### src/rtl/core/tcm_pkg.sv
`default_nettype none
// ----------------------------------------------------------------------------
// tcm_pkg
// Shared widths, register indexes, mode codes and control types for the
// threshold and 4-connected cross morphology block.
// ----------------------------------------------------------------------------
package tcm_pkg;

	localparam int PIX_W  = 8;
	localparam int CFG_IW = 2;
	localparam int CFG_DW = 11;

	// configuration register indexes
	localparam logic [CFG_IW-1:0] REG_THRESHOLD = 2'd0;
	localparam logic [CFG_IW-1:0] REG_OP_MODE   = 2'd1;
	localparam logic [CFG_IW-1:0] REG_WIDTH     = 2'd2;
	localparam logic [CFG_IW-1:0] REG_HEIGHT    = 2'd3;

	// operation modes
	localparam logic [1:0] MODE_THRESH = 2'd0;
	localparam logic [1:0] MODE_EXPAND = 2'd1;
	localparam logic [1:0] MODE_SHRINK = 2'd2;

	localparam logic [PIX_W-1:0] PIX_WHITE = 8'hFF;
	localparam logic [PIX_W-1:0] PIX_BLACK = 8'h00;

	// line store word layout
	localparam int LS_NEWER = 0;
	localparam int LS_OLDER = 1;

	typedef struct packed {
		logic shift;
		logic clear;
	} cell_ctl_t;

endpackage
`default_nettype wire

### src/rtl/core/tcm_cell.sv
`default_nettype none
// ----------------------------------------------------------------------------
// tcm_cell
// One binary window cell: takes its neighbor's bit on shift, clears on
// frame restart.
// ----------------------------------------------------------------------------
module tcm_cell (
	input  logic               clk,
	input  logic               arst_n,
	input  tcm_pkg::cell_ctl_t ctl,
	input  logic               d,
	output logic               q
);
	import tcm_pkg::*;

	logic bit_q;

	always_ff @(posedge clk or negedge arst_n) begin
		if (!arst_n) begin
			bit_q <= 1'b0;
		end else if (ctl.clear) begin
			bit_q <= 1'b0;
		end else if (ctl.shift) begin
			bit_q <= d;
		end
	end

	assign q = bit_q;

endmodule
`default_nettype wire

### src/rtl/core/tcm_line_store.sv
`default_nettype none
// ----------------------------------------------------------------------------
// tcm_line_store
// Two-bit-wide line memory holding the newer and older binary rows.
// Registered read, one write per cycle, same-cycle write forwarding, and a
// fill count so entries never written since reset read as zero.
// ----------------------------------------------------------------------------
module tcm_line_store #(
	parameter  int DEPTH = 1024,
	localparam int AW    = $clog2(DEPTH)
) (
	input  logic          clk,
	input  logic          arst_n,
	input  logic          rd_en,
	input  logic [AW-1:0] rd_addr,
	output logic [1:0]    rd_data,
	input  logic          wr_en,
	input  logic [AW-1:0] wr_addr,
	input  logic [1:0]    wr_data
);
	import tcm_pkg::*;

	localparam int FW = $clog2(DEPTH + 1);

	logic [1:0]    mem [DEPTH];
	logic [1:0]    raw_q;
	logic [1:0]    fwd_data_q;
	logic          fwd_q;
	logic          known_q;
	logic [FW-1:0] fill_q;

	always_ff @(posedge clk) begin
		if (wr_en) begin
			mem[wr_addr] <= wr_data;
		end
		if (rd_en) begin
			raw_q <= mem[rd_addr];
		end
	end

	// columns are always written in order from zero, so the written set is a prefix
	always_ff @(posedge clk or negedge arst_n) begin
		if (!arst_n) begin
			fill_q <= '0;
		end else if (wr_en && (FW'(wr_addr) == fill_q)) begin
			fill_q <= fill_q + FW'(1);
		end
	end

	always_ff @(posedge clk) begin
		if (rd_en) begin
			fwd_q      <= wr_en && (wr_addr == rd_addr);
			fwd_data_q <= wr_data;
			known_q    <= FW'(rd_addr) < fill_q;
		end
	end

	assign rd_data = fwd_q ? fwd_data_q : (known_q ? raw_q : 2'b00);

endmodule
`default_nettype wire

### src/rtl/core/threshold_cross_morphology_unit.sv
`default_nettype none
// Result path: pixel p's result forms while the item bringing pixel
//   p + image_width + 1 (or the drain item in its place) sits in stage 1, and
//   goes to the output register. Throughput: one item per cycle unless a
//   stalled consumer holds stage 1; line store: one read, one write per cycle.
// Reset: registers return to their defaults, counters and window clear; line
//   store contents are kept, and entries not written since reset read as zero.
// ----------------------------------------------------------------------------
// threshold_cross_morphology_unit
// Thresholds a raster pixel stream and passes it on or applies a 4-connected
// cross expand or shrink using a line store and a row of window cells.
// ----------------------------------------------------------------------------
module threshold_cross_morphology_unit #(
	parameter int MAX_WIDTH  = 1024,
	parameter int MAX_HEIGHT = 1024
) (
	input  logic                        clk,
	input  logic                        arst_n,
	input  logic                        cfg_write,
	input  logic [tcm_pkg::CFG_IW-1:0]  cfg_index,
	input  logic [tcm_pkg::CFG_DW-1:0]  cfg_data,
	input  logic                        in_valid,
	output logic                        in_ready,
	input  logic [tcm_pkg::PIX_W-1:0]   pixel_in,
	input  logic                        drain,
	output logic                        out_valid,
	input  logic                        out_ready,
	output logic [tcm_pkg::PIX_W-1:0]   pixel_out,
	output logic                        last_pixel
);
	import tcm_pkg::*;

	localparam int CW    = $clog2(MAX_WIDTH);
	localparam int WW    = $clog2(MAX_WIDTH + 1);
	localparam int HW    = $clog2(MAX_HEIGHT + 1);
	localparam int RW    = $clog2(MAX_HEIGHT + 2);
	localparam int ORW   = $clog2(MAX_HEIGHT);
	localparam int W_RST = (MAX_WIDTH < 1024) ? MAX_WIDTH : 1024;
	localparam int H_RST = (MAX_HEIGHT < 1024) ? MAX_HEIGHT : 1024;

	// configuration
	logic [PIX_W-1:0] thr_q;
	logic [1:0]       mode_q;
	logic [WW-1:0]    w_q;
	logic [HW-1:0]    h_q;
	logic             restart_cfg;

	// input side counters
	logic [CW-1:0]  col_q;
	logic [RW-1:0]  row_q;
	logic [CW-1:0]  ocol_q;
	logic [ORW-1:0] orow_q;

	// stage 1
	logic          v_s1;
	logic          bit_s1;
	logic [CW-1:0] col_s1;
	logic          emit_s1;
	logic          last_s1;
	logic          left_ok_s1;
	logic          right_ok_s1;
	logic          above_ok_s1;
	logic          below_ok_s1;

	// output register
	logic             out_valid_q;
	logic [PIX_W-1:0] pix_q;
	logic             last_q;

	logic          complete;
	logic          adv_item;
	logic          bit_in;
	logic [WW-1:0] col_inc;
	logic          wrap;
	logic          emit_in;
	logic [WW-1:0] ocol_inc;
	logic [HW-1:0] orow_inc;
	logic          owrap;
	logic          last_in;
	logic          take;
	logic          fire;

	logic [1:0] ls_rd;
	logic       right;
	logic       above;
	logic       centre;
	logic       left;
	logic       below;
	logic       any_white;
	logic       all_white;
	logic       res;

	cell_ctl_t win_ctl;

	assign restart_cfg = cfg_write && ((cfg_index == REG_WIDTH) || (cfg_index == REG_HEIGHT));

	always_ff @(posedge clk or negedge arst_n) begin
		if (!arst_n) begin
			thr_q  <= PIX_W'(128);
			mode_q <= MODE_THRESH;
			w_q    <= WW'(W_RST);
			h_q    <= HW'(H_RST);
		end else if (cfg_write) begin
			case (cfg_index)
				REG_THRESHOLD: begin
					thr_q <= cfg_data[PIX_W-1:0];
				end
				REG_OP_MODE: begin
					mode_q <= cfg_data[1:0];
				end
				REG_WIDTH: begin
					if (cfg_data == '0) begin
						w_q <= WW'(1);
					end else if (int'(cfg_data) > MAX_WIDTH) begin
						w_q <= WW'(MAX_WIDTH);
					end else begin
						w_q <= WW'(cfg_data);
					end
				end
				REG_HEIGHT: begin
					if (cfg_data == '0) begin
						h_q <= HW'(1);
					end else if (int'(cfg_data) > MAX_HEIGHT) begin
						h_q <= HW'(MAX_HEIGHT);
					end else begin
						h_q <= HW'(cfg_data);
					end
				end
				default: begin
				end
			endcase
		end
	end

	// classify the incoming item
	assign complete = row_q >= RW'(h_q);
	assign adv_item = complete || !drain;
	assign bit_in   = complete ? 1'b1 : (pixel_in > thr_q);
	assign col_inc  = WW'(col_q) + WW'(1);
	assign wrap     = col_inc == w_q;
	assign emit_in  = (row_q >= RW'(2)) || ((row_q == RW'(1)) && (col_q != '0));
	assign ocol_inc = WW'(ocol_q) + WW'(1);
	assign orow_inc = HW'(orow_q) + HW'(1);
	assign owrap    = ocol_inc == w_q;
	assign last_in  = owrap && (orow_inc == h_q);

	assign fire     = v_s1 && (!out_valid_q || out_ready);
	assign in_ready = !v_s1 || fire;
	assign take     = in_valid && in_ready && adv_item;

	always_ff @(posedge clk or negedge arst_n) begin
		if (!arst_n) begin
			col_q  <= '0;
			row_q  <= '0;
			ocol_q <= '0;
			orow_q <= '0;
		end else if (restart_cfg) begin
			col_q  <= '0;
			row_q  <= '0;
			ocol_q <= '0;
			orow_q <= '0;
		end else if (take) begin
			if (emit_in && last_in) begin
				col_q  <= '0;
				row_q  <= '0;
				ocol_q <= '0;
				orow_q <= '0;
			end else begin
				col_q <= wrap ? '0 : (col_q + CW'(1));
				if (wrap) begin
					row_q <= row_q + RW'(1);
				end
				if (emit_in) begin
					ocol_q <= owrap ? '0 : (ocol_q + CW'(1));
					if (owrap) begin
						orow_q <= orow_q + ORW'(1);
					end
				end
			end
		end
	end

	always_ff @(posedge clk or negedge arst_n) begin
		if (!arst_n) begin
			v_s1 <= 1'b0;
		end else if (take) begin
			v_s1 <= 1'b1;
		end else if (fire) begin
			v_s1 <= 1'b0;
		end
	end

	always_ff @(posedge clk) begin
		if (take) begin
			bit_s1      <= bit_in;
			col_s1      <= col_q;
			emit_s1     <= emit_in;
			last_s1     <= emit_in && last_in;
			left_ok_s1  <= ocol_q != '0;
			right_ok_s1 <= !owrap;
			above_ok_s1 <= orow_q != '0;
			below_ok_s1 <= orow_inc != h_q;
		end
	end

	tcm_line_store #(
		.DEPTH(MAX_WIDTH)
	) u_line_store (
		.clk    (clk),
		.arst_n (arst_n),
		.rd_en  (take),
		.rd_addr(col_q),
		.rd_data(ls_rd),
		.wr_en  (fire),
		.wr_addr(col_s1),
		.wr_data({centre, bit_s1})
	);

	assign right = ls_rd[LS_NEWER];
	assign above = ls_rd[LS_OLDER];

	// drop the window after the last result of a frame or on a size write
	assign win_ctl.shift = fire;
	assign win_ctl.clear = (fire && last_s1) || restart_cfg;

	tcm_cell u_cell_centre (
		.clk   (clk),
		.arst_n(arst_n),
		.ctl   (win_ctl),
		.d     (right),
		.q     (centre)
	);

	tcm_cell u_cell_left (
		.clk   (clk),
		.arst_n(arst_n),
		.ctl   (win_ctl),
		.d     (centre),
		.q     (left)
	);

	tcm_cell u_cell_below (
		.clk   (clk),
		.arst_n(arst_n),
		.ctl   (win_ctl),
		.d     (bit_s1),
		.q     (below)
	);

	// neighbors outside the frame are ignored
	assign any_white = centre | (left_ok_s1 & left) | (right_ok_s1 & right)
		| (above_ok_s1 & above) | (below_ok_s1 & below);
	assign all_white = centre & (!left_ok_s1 | left) & (!right_ok_s1 | right)
		& (!above_ok_s1 | above) & (!below_ok_s1 | below);

	always_comb begin
		case (mode_q)
			MODE_EXPAND: res = all_white;
			MODE_SHRINK: res = any_white;
			default:     res = centre;
		endcase
	end

	always_ff @(posedge clk or negedge arst_n) begin
		if (!arst_n) begin
			out_valid_q <= 1'b0;
		end else if (fire && emit_s1) begin
			out_valid_q <= 1'b1;
		end else if (out_ready) begin
			out_valid_q <= 1'b0;
		end
	end

	always_ff @(posedge clk) begin
		if (fire && emit_s1) begin
			pix_q  <= res ? PIX_WHITE : PIX_BLACK;
			last_q <= last_s1;
		end
	end

	assign out_valid  = out_valid_q;
	assign pixel_out  = pix_q;
	assign last_pixel = last_q;

endmodule
`default_nettype wire

### config.mk
export PLATFORM = sky130hd
export DESIGN_NAME = threshold_cross_morphology_unit
export DESIGN_NICKNAME = d
export VERILOG_FILES = /design/src/rtl/core/tcm_pkg.sv /design/src/rtl/core/tcm_cell.sv /design/src/rtl/core/tcm_line_store.sv /design/src/rtl/core/threshold_cross_morphology_unit.sv
export SDC_FILE = /design/constraint.sdc
export NUM_CORES = 2
export LEC_CHECK = 0
export BUFFER_PORTS_ARGS = -buffer_cell sky130_fd_sc_hd__clkbuf_2
export CORE_MARGIN = 1.5
export CORE_UTILIZATION = 40
export CTS_BUF_LIST = sky130_fd_sc_hd__clkbuf_2 sky130_fd_sc_hd__clkbuf_4 sky130_fd_sc_hd__clkbuf_8
export DETAILED_ROUTE_END_ITERATION = 8
export PLACE_DENSITY = 0.58
export SYNTH_ARGS = -nofsm -noshare
export SYNTH_HDL_FRONTEND = slang
export SYNTH_SLANG_ARGS = --single-unit
### constraint.sdc
create_clock -name clk -period 38.1 [get_ports clk]
set_input_delay 3.81 -clock clk [delete_from_list [all_inputs] [get_ports clk]]
set_output_delay 3.81 -clock clk [all_outputs]
set_load 0.03 [all_outputs]
* Yosys cells after proc, flatten, opt, wreduce, memory -nomap -nowiden
Memory sizes are Yosys's and may differ from the RTL's. A register that Yosys moved wholly into a read port is not among the register bits.
Index checks and enable logic that the tools add are counted.
** Storage, ports and cells
- Register bits :: 119
- Latch bits :: 0
- Bits in writable memories :: 2048
- Memory bits (read-only) :: 0
- Bits of input ports :: 27
- Word-level logic and storage cells :: 149
- Memories :: 1
** Cells by class
- $add $sub $neg :: 8
- Multipliers :: 0
- Divide/modulo/power cells :: 0
- Order comparisons :: 5
- Equal/unequal tests :: 12
- Shift-type cells :: 0
- Muxes and demuxes :: 36
- Bitwise logic cells :: 16
- Reductions and logical operators :: 44
** Memory list
- u_line_store.mem :: depth 1024, width 2, read ports 1, clocked after memory_dff 1, write ports 1, RTL line tcm_line_store.sv:25 : logic [1:0] mem [DEPTH];
** Operators with widths (count)
- $mux 10 :: 14
- $mux 11 :: 6
- $add 10x1->11 const B :: 3
- $eq 11x11->1 :: 3
- $add 10x1->10 const B :: 3
- $reduce_bool 10->1 :: 3
- $add 11x1->11 const B :: 2
- $mux 1 :: 12
- $reduce_and 2->1 :: 6
- $eq 10x11->1 :: 1
- $eq 11x1->1 const B :: 1
- $ge 11x11->1 :: 1
- $ge 11x2->1 const B :: 1
- $gt 11x11->1 const B :: 1
- $logic_and 1x1->1 :: 11
- $logic_not 11->1 :: 1
- $lt 10x11->1 :: 1
- $ne 11x11->1 :: 1
- $eq 10x10->1 :: 1
- $reduce_bool 3->1 :: 3
- $and 1x1->1 :: 8
- $gt 8x8->1 :: 1
- $logic_not 1->1 :: 8
- $mux 8 :: 1
- 9 further kinds :: 28

* Depth between registers and ports, before layout
- Depth after elaboration :: 8
- Gate-level depth with buffers :: 17

* Hierarchy
Synthesis repeated with hierarchy kept, for this count alone.
** Second synthesis, totals
- Cell total of the unflattened synthesis :: 5586
- Area total of the unflattened synthesis :: 90972.2 µm²
** Modules (own cells, without submodules)
- tcm_line_store :: instances 1, cells each 4903, area an instance 84773.8 µm², sequential area each 61954.4 µm²
- threshold_cross_morphology_unit :: instances 1, cells each 674, area an instance 6082.1 µm², sequential area each 2451.1 µm²
- tcm_cell :: instances 3, cells each 3, area an instance 38.8 µm², sequential area each 25.0 µm²

* Worst setup path before layout
No wires, ideal clock.
- Kind :: flip-flop to flip-flop
- From :: register bit_s1
- To :: register u_line_store.fwd_data_q[0] (data pin)
- Setup time :: 2.676 ns
- Arrival time :: 12.043 ns
- Path slack :: 23.381 ns
- Stages on the path, launching flop included :: 1
- Path buffers :: 0
- Cell sequence :: edfxtp_1
** RTL lines
- start, declared :: RTL line threshold_cross_morphology_unit.sv:56 : logic bit_s1;
- start signal, assigned :: RTL line threshold_cross_morphology_unit.sv:195 : bit_s1 <= bit_in;
- end signal, assigned :: RTL line tcm_line_store.sv:53 : fwd_data_q <= wr_data;
- end, declared :: RTL line tcm_line_store.sv:27 : logic [1:0] fwd_data_q;
No word-level cell between the ends.

* Worst setup path in the final report
- From :: input out_ready
- To :: output in_ready
** Between the ends
- Longest elaborated chain between the ends :: 3
** RTL lines
- start, declared :: RTL line threshold_cross_morphology_unit.sv:27 : input logic out_ready,
- $logic_or 1x1->1 :: RTL line threshold_cross_morphology_unit.sv:147 : assign fire = v_s1 && (!out_valid_q || out_ready);
- $logic_and 1x1->1 :: RTL line threshold_cross_morphology_unit.sv:147
- $logic_or 1x1->1 :: RTL line threshold_cross_morphology_unit.sv:148 : assign in_ready = !v_s1 || fire;
- end, declared :: RTL line threshold_cross_morphology_unit.sv:23 : output logic in_ready,
No other way between the ends.

==> flow_summary.toml <==
[drt]
firstDrtPassIters = 5
wl_per_cell_um = 28.6
drt_iter0_markers = 6029
ant_nets = 0
drt-total-wl_um = 245000
vias = 49400
drc_errors = 0
viasPerCell = 5.77

[power]
power_mw = 6.04
ir_worst_vdd_mv = 0.0429
power_density_nw_per_um2 = 60.7
power.leakage_nw = 30.6

[final_layout]
drive_above_1_share_pct = 23.4
final_nets = 5398
num-fill-cells = 19400
stdcell_area_sq_um = 99600
post-route-util_pct = 44.8
seqCellArea_sq_um = 64500
instances_no_fill = 8569
syn_to_final_growth_pct = 11.3
multi_input_area_sq_um = 23200

[placed_design]
hpwl_um = 125000
place_inst = 7940
dp_slack_ns = 29.96
gp_congestion = 0.776
io_buffers = 37
dpl-instance-area_sq_um = 92800

[worst_setup_path]
crit_top_cell = "clkbuf_2"
critPathLaunchType = "primary input"
timing.critical_path.to_type = "primary output"
cp_slowest_stage_delay_ns = 0.22
worstPathArrival_ns = 4.33
slowest_stage = "clkbuf_2"
crit_type = "in -> out"
path_cells = "clkbuf_2 -> nand3b_1 -> clkbuf_2"
cp_max_fo = 3
cp.required_ns = 34.29

[clock_tree]
h-tree-depth = 5
cts_buffers = 364
cts.clk_slew.worst_paths_ns = 0.05
clkLatencyLatePin_ns = 1.08
cts_tree = "built"
clk_path_buf_depth = 4
ctsResizeCount = 0
clkSinkCount = 2162
ctsHoldBuffers = 0
cts_setup_buffers = 0
root_buffer = "clkbuf_8"

[sta]
setup_tns_ns = 0
setup_viol = 0
timing.hold.ws_ns = 0.519
maxSlewViolCount = 0
hold_viol = 0
rsz0062_at_grt = "false"
finalCritPeriodShare_pct = 21.4
fmax_mhz = 123
layout_setup_ws_ns = 29.96
layout_min_cycle_time_ns = 8.14
tightest_slew_ns = 1.26
relSlewSlack_pct = 15.6
fin_skew_ns = 0.0797

[logic_synthesis]
synthAdderAreaFrac_pct = 0.559
yosysSeqAreaShare_pct = 72.1
synth-xor-area-share_pct = 0.710
synthTopCellsByCount = "edfxtp_1 (2073), nor2_1 (1078), mux4_2 (545)"
synth.most_common_cell = "edfxtp_1"
synth_seq_cells = 2162
synth.area.top_cells = "edfxtp_1 (70%), mux4_2 (14%), nor2_1 (4.5%)"
syn_nets = 5312
synthFlopType = "edfxtp_1"
synth_warnings = 0
syn_area_sq_um = 89500
synth.largest_area_cell = "edfxtp_1"
synth_compound_area_share_pct = 3.58
synth-edff-count = 2073
yosys.cell_types.count = 69
synth_top_family_by_area = "multiplexers"
synthMuxAreaShare_pct = 13.9
synth_simple_gate_area_share_pct = 6.78
synthArstFlopShare_pct = 4.12
syn_inst = 5245
synth_top_area_share_pct = 69.6
syn_area_per_cell_sq_um = 17.1

[die]
boundaryPins = 38
dieArea_sq_um = 227000
start_util_pct = 40.2
die_x_um = 476
row_count = 173
core_area_sq_um = 222000
die_h_um = 476

[global_route]
grt_pass1_wl_um = 350000
track_usage_pct = 21.6
grt_max_degree = 234
grt_pass1_vias = 50700
antenna_found_initial = 13
grt_overflow = 0

[hold_path]
hold_path_class = "reg -> reg"

[run]
max_cap_violations = 0

[status]
status = "completed"
sequential cells by signal, summed over array words and instances (netlist names), 2 cells and up:
signal and count:
u_line_store.mem 2048, h_q 11, row_q 11, u_line_store.fill_q 11
w_q 11, col_q 10, col_s1 10, ocol_q 10
orow_q 10, thr_q 8, mode_q 2, u_line_store.fwd_data_q 2
u_line_store.raw_q 2
kinds of logic (layout without fill, tap and decap cells):
family	after synthesis	after routing
DFF	2162	2162
buffers and inverters	481	823
adders and majority gates	40	40
AOI/OAI and AO/OA	461	461
and+or+nand+nor	1468	1468
xor gates and xnor gates	71	71
other	0	7
muxes	562	562
where the power goes:
| group | total (mW) | switching [mW] | internal (mW) |
|---|---|---|---|
| clock | 1.98 | 0.923 | 1.06 |
| combinational | 1.32 | 0.768 | 0.548 |
| sequential | 2.74 | 0.0502 | 2.69 |
| total | 6.04 | 1.74 | 4.30 |
worst paths after layout:
kind | startpoint | to | slack (ns) | cells after the start
max in group asynchronous | arst_n | col_q[2] | 34.10 | 2
max | out_ready | in_ready | 29.96 | 3
min in group asynchronous | arst_n | v_s1 | 2.69 | 1
max reg2reg | col_q[0] | u_line_store.raw_q[0] | 31.38 | 12
min reg2reg | thr_q[0] | thr_q[0] | 0.52 | 1
min | thr_q[0] | thr_q[0] | 0.52 | 1
cell type report:
type | count | share of cell area, %
Sequential cell | 2162 | 64.8
Multi-Input combinational cell | 2602 | 23.3
Clock buffer | 487 | 6.03
Tap cell | 2975 | 3.74
Timing Repair Buffer | 149 | 1.18
Clock inverter | 135 | 0.751
Inverter | 52 | 0.196
Antenna cell | 7 | 0.0176
worst max-delay path: cells and delay by family:
family / cells / cell delay (ns)
AND/OR/NAND/NOR: 1 / 0.21
buffers and inverters: 2 / 0.31
layer usage:
layer  wire [um]  part of all wire [%]  global-route usage [%]
met1       99800                    41                    29.8
met2      115000                    47                    33.7
met3       22700                   9.3                    4.94
met4        7820                   3.2                    7.51
met5          13                0.0053                       0
cells in the final DEF (no fill, tap or decap), types with 11 or more instances in the layout:
cell / netlist / final
clkbuf_2: 1 / 36
nand2b_1: 19 / 17
clkinv_2: 0 / 36
a22o_1: 51 / 51
a221oi_1: 39 / 39
o22ai_1: 29 / 29
xnor2_1: 49 / 49
nand3_4: 0 / 14
a21oi_1: 88 / 88
nor4_1: 18 / 17
buf_4: 31 / 101
clkinv_1: 0 / 84
buf_12: 1 / 12
mux4_2: 545 / 545
nand2_4: 0 / 11
ha_1: 40 / 40
nand3_1: 48 / 34
o211ai_1: 11 / 11
clkbuf_4: 0 / 111
nand4_1: 14 / 14
edfxtp_1: 2073 / 2073
nand2_1: 143 / 127
inv_1: 52 / 52
nor2_1: 1078 / 1074
o21ai_0: 63 / 63
nor3_1: 50 / 50
clkbuf_8: 0 / 376
nor2b_1: 17 / 16
dfrtp_1: 86 / 81
mux2_2: 11 / 11
a22oi_1: 115 / 115
a21o_1: 13 / 13
xor2_1: 21 / 21
and3_1: 19 / 19
No activity file was read; power rests on OpenSTA's default activity.
